--- src/hdl/max_heap_builder_unit_defines.svh ---
// Assertion macros for the max heap builder block.
// Included by max_heap_builder_unit, which checks its own logic; no other dependencies.
`ifndef MAX_HEAP_BUILDER_UNIT_DEFINES_SVH
`define MAX_HEAP_BUILDER_UNIT_DEFINES_SVH

`ifndef SYNTHESIS
`define MHB_ASSERT(lbl, clk_s, rst_n_s, prop) \
	lbl: assert property (@(posedge clk_s) disable iff (!rst_n_s) (prop)) \
		else $error("mhb assertion failed");
`define MHB_ASSERT_NEVER(lbl, clk_s, rst_n_s, cond) \
	lbl: assert property (@(posedge clk_s) disable iff (!rst_n_s) !(cond)) \
		else $error("mhb forbidden condition seen");
`else
`define MHB_ASSERT(lbl, clk_s, rst_n_s, prop)
`define MHB_ASSERT_NEVER(lbl, clk_s, rst_n_s, cond)
`endif

`endif

--- src/hdl/mhb_pkg.sv ---
// Shared constants and sequencer state type of the max heap builder.
// No dependencies.
package mhb_pkg;

	localparam int DATA_W    = 32;
	localparam int DEPTH_DEF = 64;

	typedef enum logic [2:0] {
		ST_LOAD,
		ST_HNEXT,
		ST_HCAP,
		ST_CHILD,
		ST_RDR,
		ST_CMP,
		ST_ERD,
		ST_EWAIT
	} state_t;

endpackage

--- src/hdl/mhb_if.sv ---
// Valid/ready channel interfaces for element input and heap output words.
// Depends on mhb_pkg for the data width.
interface mhb_in_if;
	logic                              valid;
	logic                              ready;
	logic signed [mhb_pkg::DATA_W-1:0] elem_value;
	logic                              last_item;

	modport source (output valid, output elem_value, output last_item, input ready);
	modport sink (input valid, input elem_value, input last_item, output ready);
endinterface

interface mhb_out_if;
	logic                              valid;
	logic                              ready;
	logic signed [mhb_pkg::DATA_W-1:0] heap_value;
	logic                              last_out;

	modport source (output valid, output heap_value, output last_out, input ready);
	modport sink (input valid, input heap_value, input last_out, output ready);
endinterface

--- src/hdl/mhb_ram.sv ---
// Generic simple dual-port RAM: one write port, one registered read port.
// No dependencies.
module mhb_ram #(
	parameter int WIDTH = 32,
	parameter int DEPTH = 64
) (
	input  logic                     clk,
	input  logic                     we,
	input  logic [$clog2(DEPTH)-1:0] waddr,
	input  logic [WIDTH-1:0]         wdata,
	input  logic                     re,
	input  logic [$clog2(DEPTH)-1:0] raddr,
	output logic [WIDTH-1:0]         rdata
);

	logic [WIDTH-1:0] mem_q [DEPTH];

	always_ff @(posedge clk) begin
		if (we) begin
			mem_q[waddr] <= wdata;
		end
		if (re) begin
			rdata <= mem_q[raddr];
		end
	end

endmodule

--- src/hdl/max_heap_builder_unit.sv ---
// Max heap builder top level: element store, sift-down sequencer, output register.
// Depends on mhb_pkg, mhb_if, mhb_ram and max_heap_builder_unit_defines.svh.
//
// Usage:
//   elem: signed 32-bit words in array order, last_item on the final one.
//   While loading, one word is taken per cycle. Words beyond DEPTH are
//   dropped; a dropped word with last_item still closes the array.
//   After the closing word, elem.ready stays low while the array of n words
//   is rearranged into a max-heap by sift-down from n/2-1 to 0. Each sift
//   starts with a parent read (HNEXT, HCAP), moves down each level with a
//   left read, a right read and a compare-and-write (CHILD, RDR, CMP), and
//   ends on a write of the parent word, all on the single read port of the
//   element RAM and one pair of compares.
//   heap: the n heap words, index 0 upward, last_out on the final one. Each
//   word is read from the RAM, then loaded into the output register when
//   that is free; a stall holds the output register and the sequencer.
//   Loading of the next array starts while the final word still waits.
//   Reset: arst_n clears the count, sequencer and output valid; stored
//   elements are not cleared and are only read after being written.
`include "max_heap_builder_unit_defines.svh"

module max_heap_builder_unit #(
	parameter int DEPTH = mhb_pkg::DEPTH_DEF
) (
	input  logic        clk,
	input  logic        arst_n,
	mhb_in_if.sink      elem,
	mhb_out_if.source   heap
);

	localparam int AW = $clog2(DEPTH);
	localparam int CW = $clog2(DEPTH + 1);
	localparam int XW = AW + 2;
	localparam int DW = mhb_pkg::DATA_W;

	mhb_pkg::state_t state_q, state_d;

	logic [CW-1:0]        count_q;
	logic [CW-1:0]        n_q;
	logic [CW-1:0]        k_q;
	logic [AW-1:0]        pos_q;
	logic [AW-1:0]        e_q;
	logic signed [DW-1:0] pv_q;
	logic signed [DW-1:0] lval_q;

	logic                 out_valid_q;
	logic signed [DW-1:0] out_value_q;
	logic                 out_last_q;

	logic                 ram_we;
	logic [AW-1:0]        ram_waddr;
	logic [DW-1:0]        ram_wdata;
	logic                 ram_re;
	logic [AW-1:0]        ram_raddr;
	logic [DW-1:0]        ram_rdata;

	logic                 in_fire;
	logic                 has_room;
	logic [CW-1:0]        n_next;
	logic [CW-1:0]        k_dec;
	logic [XW-1:0]        lc;
	logic [XW-1:0]        rc;
	logic [XW-1:0]        n_x;
	logic                 lc_ok;
	logic                 rc_ok;
	logic signed [DW-1:0] rval;
	logic                 l_gt;
	logic                 r_gt;
	logic signed [DW-1:0] sel_v;
	logic [XW-1:0]        sel_p;
	logic signed [DW-1:0] big_v;
	logic [XW-1:0]        big_p;
	logic                 moved;
	logic                 out_free;
	logic                 load_out;
	logic                 e_last;

	mhb_ram #(
		.WIDTH(DW),
		.DEPTH(DEPTH)
	) u_store (
		.clk  (clk),
		.we   (ram_we),
		.waddr(ram_waddr),
		.wdata(ram_wdata),
		.re   (ram_re),
		.raddr(ram_raddr),
		.rdata(ram_rdata)
	);

	assign in_fire  = elem.valid && elem.ready;
	assign has_room = count_q < CW'(DEPTH);
	assign n_next   = has_room ? count_q + 1'b1 : count_q;
	assign k_dec    = k_q - 1'b1;

	assign lc    = XW'({pos_q, 1'b1});
	assign rc    = lc + 1'b1;
	assign n_x   = XW'(n_q);
	assign lc_ok = lc < n_x;
	assign rc_ok = rc < n_x;

	assign rval  = $signed(ram_rdata);
	assign l_gt  = lval_q > pv_q;
	assign sel_v = l_gt ? lval_q : pv_q;
	assign sel_p = l_gt ? lc : XW'(pos_q);
	assign r_gt  = rc_ok && (rval > sel_v);
	assign big_v = r_gt ? rval : sel_v;
	assign big_p = r_gt ? rc : sel_p;
	assign moved = l_gt || r_gt;

	assign out_free = !out_valid_q || heap.ready;
	assign load_out = (state_q == mhb_pkg::ST_EWAIT) && out_free;
	assign e_last   = CW'(e_q) == (n_q - 1'b1);

	always_comb begin
		state_d = state_q;
		unique case (state_q)
			mhb_pkg::ST_LOAD: begin
				if (in_fire && elem.last_item) begin
					state_d = mhb_pkg::ST_HNEXT;
				end
			end
			mhb_pkg::ST_HNEXT: begin
				state_d = (k_q == '0) ? mhb_pkg::ST_ERD : mhb_pkg::ST_HCAP;
			end
			mhb_pkg::ST_HCAP: begin
				state_d = mhb_pkg::ST_CHILD;
			end
			mhb_pkg::ST_CHILD: begin
				state_d = lc_ok ? mhb_pkg::ST_RDR : mhb_pkg::ST_HNEXT;
			end
			mhb_pkg::ST_RDR: begin
				state_d = mhb_pkg::ST_CMP;
			end
			mhb_pkg::ST_CMP: begin
				state_d = moved ? mhb_pkg::ST_CHILD : mhb_pkg::ST_HNEXT;
			end
			mhb_pkg::ST_ERD: begin
				state_d = mhb_pkg::ST_EWAIT;
			end
			mhb_pkg::ST_EWAIT: begin
				if (out_free) begin
					state_d = e_last ? mhb_pkg::ST_LOAD : mhb_pkg::ST_ERD;
				end
			end
			default: begin
				state_d = mhb_pkg::ST_LOAD;
			end
		endcase
	end

	always_comb begin
		elem.ready = 1'b0;
		ram_we     = 1'b0;
		ram_waddr  = pos_q;
		ram_wdata  = pv_q;
		ram_re     = 1'b0;
		ram_raddr  = pos_q;
		unique case (state_q)
			mhb_pkg::ST_LOAD: begin
				elem.ready = 1'b1;
				ram_we     = in_fire && has_room;
				ram_waddr  = count_q[AW-1:0];
				ram_wdata  = elem.elem_value;
			end
			mhb_pkg::ST_HNEXT: begin
				ram_re    = k_q != '0;
				ram_raddr = k_dec[AW-1:0];
			end
			mhb_pkg::ST_HCAP: begin
			end
			mhb_pkg::ST_CHILD: begin
				ram_we    = !lc_ok;
				ram_re    = lc_ok;
				ram_raddr = lc[AW-1:0];
			end
			mhb_pkg::ST_RDR: begin
				ram_re    = 1'b1;
				ram_raddr = rc[AW-1:0];
			end
			mhb_pkg::ST_CMP: begin
				ram_we    = 1'b1;
				ram_wdata = moved ? big_v : pv_q;
			end
			mhb_pkg::ST_ERD: begin
				ram_re    = 1'b1;
				ram_raddr = e_q;
			end
			mhb_pkg::ST_EWAIT: begin
			end
			default: begin
			end
		endcase
	end

	always_ff @(posedge clk or negedge arst_n) begin
		if (!arst_n) begin
			state_q <= mhb_pkg::ST_LOAD;
			count_q <= '0;
			n_q     <= '0;
			k_q     <= '0;
			pos_q   <= '0;
			e_q     <= '0;
		end else begin
			state_q <= state_d;
			unique case (state_q)
				mhb_pkg::ST_LOAD: begin
					if (in_fire) begin
						if (elem.last_item) begin
							count_q <= '0;
							n_q     <= n_next;
							k_q     <= n_next >> 1;
							e_q     <= '0;
						end else begin
							count_q <= n_next;
						end
					end
				end
				mhb_pkg::ST_HNEXT: begin
					if (k_q != '0) begin
						k_q   <= k_dec;
						pos_q <= k_dec[AW-1:0];
					end
				end
				mhb_pkg::ST_CMP: begin
					if (moved) begin
						pos_q <= big_p[AW-1:0];
					end
				end
				mhb_pkg::ST_EWAIT: begin
					if (out_free) begin
						e_q <= e_q + 1'b1;
					end
				end
				default: begin
				end
			endcase
		end
	end

	always_ff @(posedge clk) begin
		if (state_q == mhb_pkg::ST_HCAP) begin
			pv_q <= $signed(ram_rdata);
		end
		if (state_q == mhb_pkg::ST_RDR) begin
			lval_q <= $signed(ram_rdata);
		end
	end

	always_ff @(posedge clk or negedge arst_n) begin
		if (!arst_n) begin
			out_valid_q <= 1'b0;
		end else if (load_out) begin
			out_valid_q <= 1'b1;
		end else if (heap.ready) begin
			out_valid_q <= 1'b0;
		end
	end

	always_ff @(posedge clk) begin
		if (load_out) begin
			out_value_q <= $signed(ram_rdata);
			out_last_q  <= e_last;
		end
	end

	assign heap.valid      = out_valid_q;
	assign heap.heap_value = out_value_q;
	assign heap.last_out   = out_last_q;

	`MHB_ASSERT(a_count_bound, clk, arst_n, count_q <= CW'(DEPTH))
	`MHB_ASSERT(a_k_bound, clk, arst_n, k_q <= (n_q >> 1))
	`MHB_ASSERT(a_cmp_has_left, clk, arst_n, (state_q == mhb_pkg::ST_CMP) |-> lc_ok)
	`MHB_ASSERT(a_sift_in_range, clk, arst_n,
		(state_q == mhb_pkg::ST_CHILD) |-> (CW'(pos_q) < n_q))
	`MHB_ASSERT_NEVER(a_count_idle, clk, arst_n,
		(state_q != mhb_pkg::ST_LOAD) && (count_q != '0))

endmodule
--- src/flat_wrapper.sv ---
// flat-port wrapper written by rule: the top's interface ports become plain ports
module max_heap_builder_unit_flat 
#(
	parameter int DEPTH = mhb_pkg::DEPTH_DEF
)
  (clk, arst_n, elem_valid, elem_elem_value, elem_last_item, elem_ready, heap_valid, heap_heap_value, heap_last_out, heap_ready);
  mhb_in_if elem_i ();
  mhb_out_if heap_i ();
  input  logic clk;
  input  logic arst_n;
  input wire logic [$bits(elem_i.valid)-1:0] elem_valid;
  input wire logic [$bits(elem_i.elem_value)-1:0] elem_elem_value;
  input wire logic [$bits(elem_i.last_item)-1:0] elem_last_item;
  output wire logic [$bits(elem_i.ready)-1:0] elem_ready;
  output wire logic [$bits(heap_i.valid)-1:0] heap_valid;
  output wire logic [$bits(heap_i.heap_value)-1:0] heap_heap_value;
  output wire logic [$bits(heap_i.last_out)-1:0] heap_last_out;
  input wire logic [$bits(heap_i.ready)-1:0] heap_ready;
  assign elem_i.valid = elem_valid;
  assign elem_i.elem_value = elem_elem_value;
  assign elem_i.last_item = elem_last_item;
  assign elem_ready = elem_i.ready;
  assign heap_valid = heap_i.valid;
  assign heap_heap_value = heap_i.heap_value;
  assign heap_last_out = heap_i.last_out;
  assign heap_i.ready = heap_ready;
  max_heap_builder_unit #(.DEPTH(DEPTH)) u_core (.clk(clk), .arst_n(arst_n), .elem(elem_i), .heap(heap_i));
endmodule
--- config.mk ---
export PLATFORM = sky130hd
export DESIGN_NAME = max_heap_builder_unit_flat
export DESIGN_NICKNAME = d
export VERILOG_FILES = /design/src/hdl/mhb_pkg.sv /design/src/hdl/mhb_if.sv /design/src/hdl/mhb_ram.sv /design/src/hdl/max_heap_builder_unit.sv /design/src/flat_wrapper.sv
export VERILOG_INCLUDE_DIRS = /design/src /design/src/hdl
export SDC_FILE = /design/constraint.sdc
export NUM_CORES = 2
export LEC_CHECK = 0
export ABC_AREA = 0
export BUFFER_PORTS_ARGS = -buffer_cell sky130_fd_sc_hd__buf_2
export CAP_MARGIN = 20
export CORE_AREA = 2 2 387 389
export DETAILED_ROUTE_END_ITERATION = 8
export DIE_AREA = 0 0 389 391
export GPL_ROUTABILITY_DRIVEN = 1
export PLACE_DENSITY = 0.76
export REMOVE_ABC_BUFFERS = 1
export SYNTH_ARGS = -nofsm -noshare
export SYNTH_HDL_FRONTEND = slang
export SYNTH_SLANG_ARGS = --single-unit
--- constraint.sdc ---
create_clock -name clk -period 7.8 [get_ports clk]
set_clock_uncertainty 0.2 [all_clocks]
set_input_delay 0.39 -clock clk [delete_from_list [all_inputs] [get_ports clk]]
set_output_delay 0.39 -clock clk [all_outputs]
set_load 0.01 [all_outputs]
---- After elaboration in Yosys (flattened, before gate mapping) ----
Memories as Yosys holds them, arrays and structs flattened. A register that Yosys moved wholly into a read port is not among the register bits.
Index checks and enable logic that the tools add are counted.
operators by class
  add/sub/neg operators ................... 5
  muxes and demuxes ....................... 35
  equal/unequal tests ..................... 15
  reductions and logical operators ........ 23
  magnitude comparators ................... 5
operators with widths
  cell                                                                 count
  32-bit 2-to-1 mux                                                    3
  32-bit > comparator                                                  2
  32-bit case mux with 2 select lines                                  1
  6-bit 2-to-1 mux                                                     8
  7-bit 2-to-1 mux                                                     5
  3-bit case mux with 8 select lines                                   1
  6-bit case mux with 2 select lines                                   2
  6-bit case mux with 4 select lines                                   1
  3-bit 2-to-1 mux                                                     5
  7-bit case mux with 2 select lines                                   1
  7-bit by 1-bit subtractor with 7-bit output (second input constant)  2
  3-bit == test (second input constant)                                4
  4-bit AND reduction                                                  3
  2-bit by 1-bit != test with 1-bit output (second input constant)     5
  7-bit by 1-bit adder with 8-bit output (second input constant)       1
  8-bit by 7-bit less-than comparator with 1-bit output                1
  2-bit nonzero test                                                   4
  7-bit by 1-bit adder with 7-bit output (second input constant)       1
  6-bit by 7-bit == test with 1-bit output                             1
  7-bit logical NOT                                                    1
  7-bit less-than comparator                                           1
  7-bit less-than comparator (second input constant)                   1
  7-bit nonzero test                                                   1
  6-bit by 1-bit adder with 6-bit output (second input constant)       1
  other kinds (14)                                                     27
storage, ports and cells
  input bits .............................. 37
  memory bits (writable) .................. 2048
  flip-flop bits (word level) ............. 134
  word-level logic and storage cells ...... 95
  memories kept ........................... 1
memory list
  name                  depth  width  read ports  clocked after Yosys merged registers in  write ports  RTL line       source
  u_core.u_store.mem_q  64     32     1           1                                        1            mhb_ram.sv:16  logic [WIDTH-1:0] mem_q [DEPTH];

---- Longest topological paths before layout ----
  depth in word-level cells ............... 7
  gate-level depth with buffers ........... 20

---- Hierarchy ----
Synthesis repeated with hierarchy kept, for this count alone.
second synthesis, totals
  cell total of the unflattened synthesis .. 4111
  area, all modules ....................... 87347.5 µm²
modules (own cells, without submodules)
  module                 area an instance (µm²)  times used  cells each  sequential area each (µm²)
  mhb_ram                78835.6                 1           3324        62459.9
  max_heap_builder_unit  8511.9                  1           787         3838.7

---- Least setup slack after synthesis ----
OpenSTA, ideal clock, no wires.
  path kind ............................... register -> register
  start point ............................. register u_core.lval_q[14]
  end point ............................... memory u_core.u_store.mem_q[0][0] (data pin)
  path buffers ............................ 2
  slack ................................... 1.900 ns
  library setup time ...................... 0.366 ns
  required time ........................... 7.234 ns
  data arrival time ....................... 5.334 ns
  stages on the path, launching flop included .. 20
  cell sequence ........................... edfxtp_1 ha_1 a21oi_1 nand2_1 a221o_1 o311a_1 or3_4 nand2_2 buf_2 mux2i_1 ha_1 a41oi_1 o21ai_0 a221o_1 o31ai_1 o211a_2 o211ai_2 a21oi_2 buf_2 a221o_1
between the ends
  cells in the longest elaborated chain, start to end .. 7
  elaborated cells on any way between the ends .. 8
  classes of those cells .................. order compare (2); mux (4); reduce/logical (2)
RTL lines
  what                                                          RTL line                                                    source
  from (decl)                                                   max_heap_builder_unit.sv:44                                 logic signed [DW-1:0] lval_q;
  from (signal assigned)                                        max_heap_builder_unit.sv:246                                lval_q <= $signed(ram_rdata);
  32-bit > comparator                                           max_heap_builder_unit.sv:103                                assign l_gt = lval_q > pv_q;
  32-bit 2-to-1 mux                                             max_heap_builder_unit.sv:104                                assign sel_v = l_gt ? lval_q : pv_q;
  32-bit > comparator                                           max_heap_builder_unit.sv:106                                assign r_gt = rc_ok && (rval > sel_v);
  1-bit logical AND                                             max_heap_builder_unit.sv:106
  32-bit 2-to-1 mux / 1-bit logical OR (equally long branches)  max_heap_builder_unit.sv:107, max_heap_builder_unit.sv:109
  32-bit 2-to-1 mux *                                           max_heap_builder_unit.sv:183                                ram_wdata = moved ? big_v : pv_q;
  32-bit case mux with 2 select lines *                         max_heap_builder_unit.sv:159                                unique case (state_q)
  named net u_core.ram_wdata[0]                                 max_heap_builder_unit.sv:52                                 logic [DW-1:0] ram_wdata;
  to (decl)                                                     mhb_ram.sv:16
Mark *: on every way through the listed nets, which the timed path passes. The rest lies on a longest branch.

---- Worst setup path after layout ----
  start point ............................. register u_core.lval_q[7]
  end point ............................... memory u_core.u_store.mem_q[34][25] (data pin)
Same word-level chain as after synthesis.

==> out/metrics.cfg <==
[power_and_ir_drop]
p_leak_nw=32.3
finalPower_mw=48.9
vdd_drop_max_mv=0.695
p_per_area_nw_per_um2=496

[timing]
final_max_slew_viol_count=0
fin_crit_sh_pct=91.7
finalHoldViolCount=0
fmax_ghz=0.140
slew_headroom_pct=25.8
post-route-min-period_ns=7.15
setup_viol=0
rsz0062_at_grt=no
worst_pin_slew_ns=1.11

[floorplan]
core_region_area_um2=149000
die_h_um=391
io_pins=72
initial_core_util_pct=59.4
die_x_um=389
std_cell_rows=142
dieArea_um2=152000

[synth]
syn_area_per_cell_um2=19.7
synth-edff-count=2177
ys.flop_type=edfxtp_1
syn_area_um2=88300
ys_async_sr_fraction_pct=1.67
yosys_warnings=0
ys_seq_elements=2214
syn_inst=4470
synth_seq_area_share_pct=75.1
ys_types=68

[layout]
layout_commonest_cell=edfxtp_1
drive_gt1_share_pct=24.5
post-route-util_pct=66.4
final_cell_mix=2,177 x edfxtp_1, 512 x mux4_2, 510 x nand2_1, 210 x clkbuf_16, 143 x buf_4
syn_to_final_growth_pct=11.7
nets=4794
final_area_um2=98600
fillers=9381

[clock_network]
cts.clk_slew.worst_paths_ns=0.06
numCtsBuffers=206
cts_resized=0
clock_latency_ns=0.85
holdBufCountCts=5
htreeDepth=4
cts.sinks=2214
cts_tree=done
postCtsSetupBuffers=0
cts_buffer_depth=3
cts_root_buffer=clkbuf_16

[global_routing]
grt.total_usage_pct=32.0
grt_pass1_vias=46400
grt_pass1_wl_mm=340
grt_max_degree=123
antenna_found_initial=6
grt-ovfl-total=0

[detailed_routing]
drt_drc_violations_left=0
drt_first_iter_violations=7263
wl_mm=242
wl_per_cell_um=35.6
vias=47700
antenna_left=0
via_per_inst=7.02
dr.pass1.iters=6

[worst_setup_path]
cp.arrival_ns=7.61
required_ns=8.26
path_class=reg2reg
crit_path_start_kind=register
cp_max_fo=39
cp-end-kind=register

[hold_path]
hp-class=in2async

[placed_design]
port_buffers=71
dp.final_hpwl_mm=124
gp_congestion=0.950
placement.cell_area_um2=91900

[job]
maxCapViolations=0

[status]
status=finished clean

## cells by family after synthesis
group	count (synthesis)	synth area share (%)
adders and majority gates	82	1.16
and+or+nand+nor	840	4.22
DFF	2214	75.1
buffers and inverters	307	1.78
xor gates and xnor gates	20	0.198
AOI/OAI and AO/OA	357	2.89
muxes	650	14.6
## cells in the mapped netlist (4+ instances only)
master,n,area (um^2)
a21o_1,4,30.0
nand2_1,510,1910
buf_1,10,37.5
o221ai_1,36,315
buf_2,84,420
o21ai_1,18,90.1
and3_1,4,25.0
buf_4,34,255
a22o_1,34,298
dfrtp_1,37,926
a211oi_1,5,37.5
a221o_1,36,360
xor2_1,10,87.6
a32oi_1,32,280
a31oi_1,12,75.1
and4_1,6,52.6
a22oi_1,4,30.0
inv_1,55,206
clkbuf_1,98,368
xnor2_1,10,87.6
mux2_2,6,67.6
nand4_1,14,87.6
nor3b_1,5,37.5
nor3_1,78,390
o21a_1,8,60.1
a21oi_1,43,215
ha_1,82,1030
nand3b_1,35,263
mux4_2,512,11500
buf_6,24,270
mux2i_1,132,1320
nand3_1,118,591
nor2_1,41,154
o21ai_0,89,445
o22ai_1,4,25.0
nor2b_1,9,56.3
edfxtp_1,2177,65400
o31ai_1,8,60.1
## layer usage
layer  vias up  track usage (%)  share of wire (%)
met5         -                0             0.0054
met3       593             8.54                 14
met1     24700             45.4                 36
met2      3683             47.2                 45
li1      18700                -                  -
met4         2             14.8                5.1
## critical path: stages (launching register included)
cell and delay, ns:
edfxtp_1 0.42, ha_1 0.35, a21oi_1 0.15, o21ai_0 0.13, a221o_1 0.31, o311a_1 0.43
or3_4 0.37, nand2_2 0.44, buf_4 0.38, mux2i_1 0.14, ha_1 0.31, and4_1 0.22
nor4bb_1 0.57, nand4_1 0.17, o21a_1 0.31, nand2_1 0.27, o211ai_2 0.23, a21oi_2 0.20
buf_4 0.30, a221o_2 0.69, buf_4 0.31
## final cells by class
type	instances	area [um^2]	share of cell area (%)
tap	1944	2430	2.47
timing repair buffer	248	2060	2.09
inverter	56	210	0.213
clock inverter	135	1230	1.25
clock buffer	247	5400	5.48
sequential	2214	66300	67.2
antenna	1	2.50	0.00254
multi-input combinational	1949	21000	21.2
## final timing paths
kind                                     start                           end  slack, ns  cells after the start
max in group asynchronous               arst_n                 u_core.n_q[0]       6.78                      2
min in group clk           elem_elem_value[21]  u_core.u_store.mem_q[36][21]       0.22                      3
hold / removal                          arst_n                 u_core.e_q[2]       0.04                      2
setup / recovery              u_core.lval_q[7]  u_core.u_store.mem_q[34][25]       0.65                     20
hold reg to reg                  u_core.n_q[2]                 u_core.n_q[2]       0.33                      1
setup reg to reg              u_core.lval_q[7]  u_core.u_store.mem_q[34][25]       0.65                     20
## sequential cells by signal (all words and copies together), names as in the netlist
signal and cells:
u_core.n_q 7, u_core.pv_q 32, u_core.count_q 7, u_core.heap.last_out 1
u_core.u_store.rdata 32, u_core.k_q 7, u_core.lval_q 32, u_core.u_store.mem_q 2048
u_core.state_q 3, u_core.pos_q 6, u_core.heap.heap_value 32, u_core.e_q 6
u_core.heap.valid 1
## where the power goes
group | internal [mW] | leakage, nW | switching (mW) | total, mW
registers | 16.4 | 20.1 | 0.617 | 17.1
logic | 8.21 | 8.89 | 13.7 | 21.9
clock network | 5.57 | 3.27 | 4.33 | 9.90
## stage by stage
step | setup WS [ns] | hold WS, ns | setup TNS, ns | std cells
2_1_floorplan | -21.30 | -0.106 | -681.47 | 4219
3_3_place_gp | 1.00 | 0.307 | 0 | 6404
3_5_place_dp | 0.874 | 0.317 | 0 | 6406
4_1_cts | 0.808 | 0.0190 | 0 | 6793
5_1_grt | 0.396 | 0.105 | 0 | 6793
6_report | 0.649 | 0.0415 | 0 | 6794
Note: power is estimated with default switching activity, not from simulation.
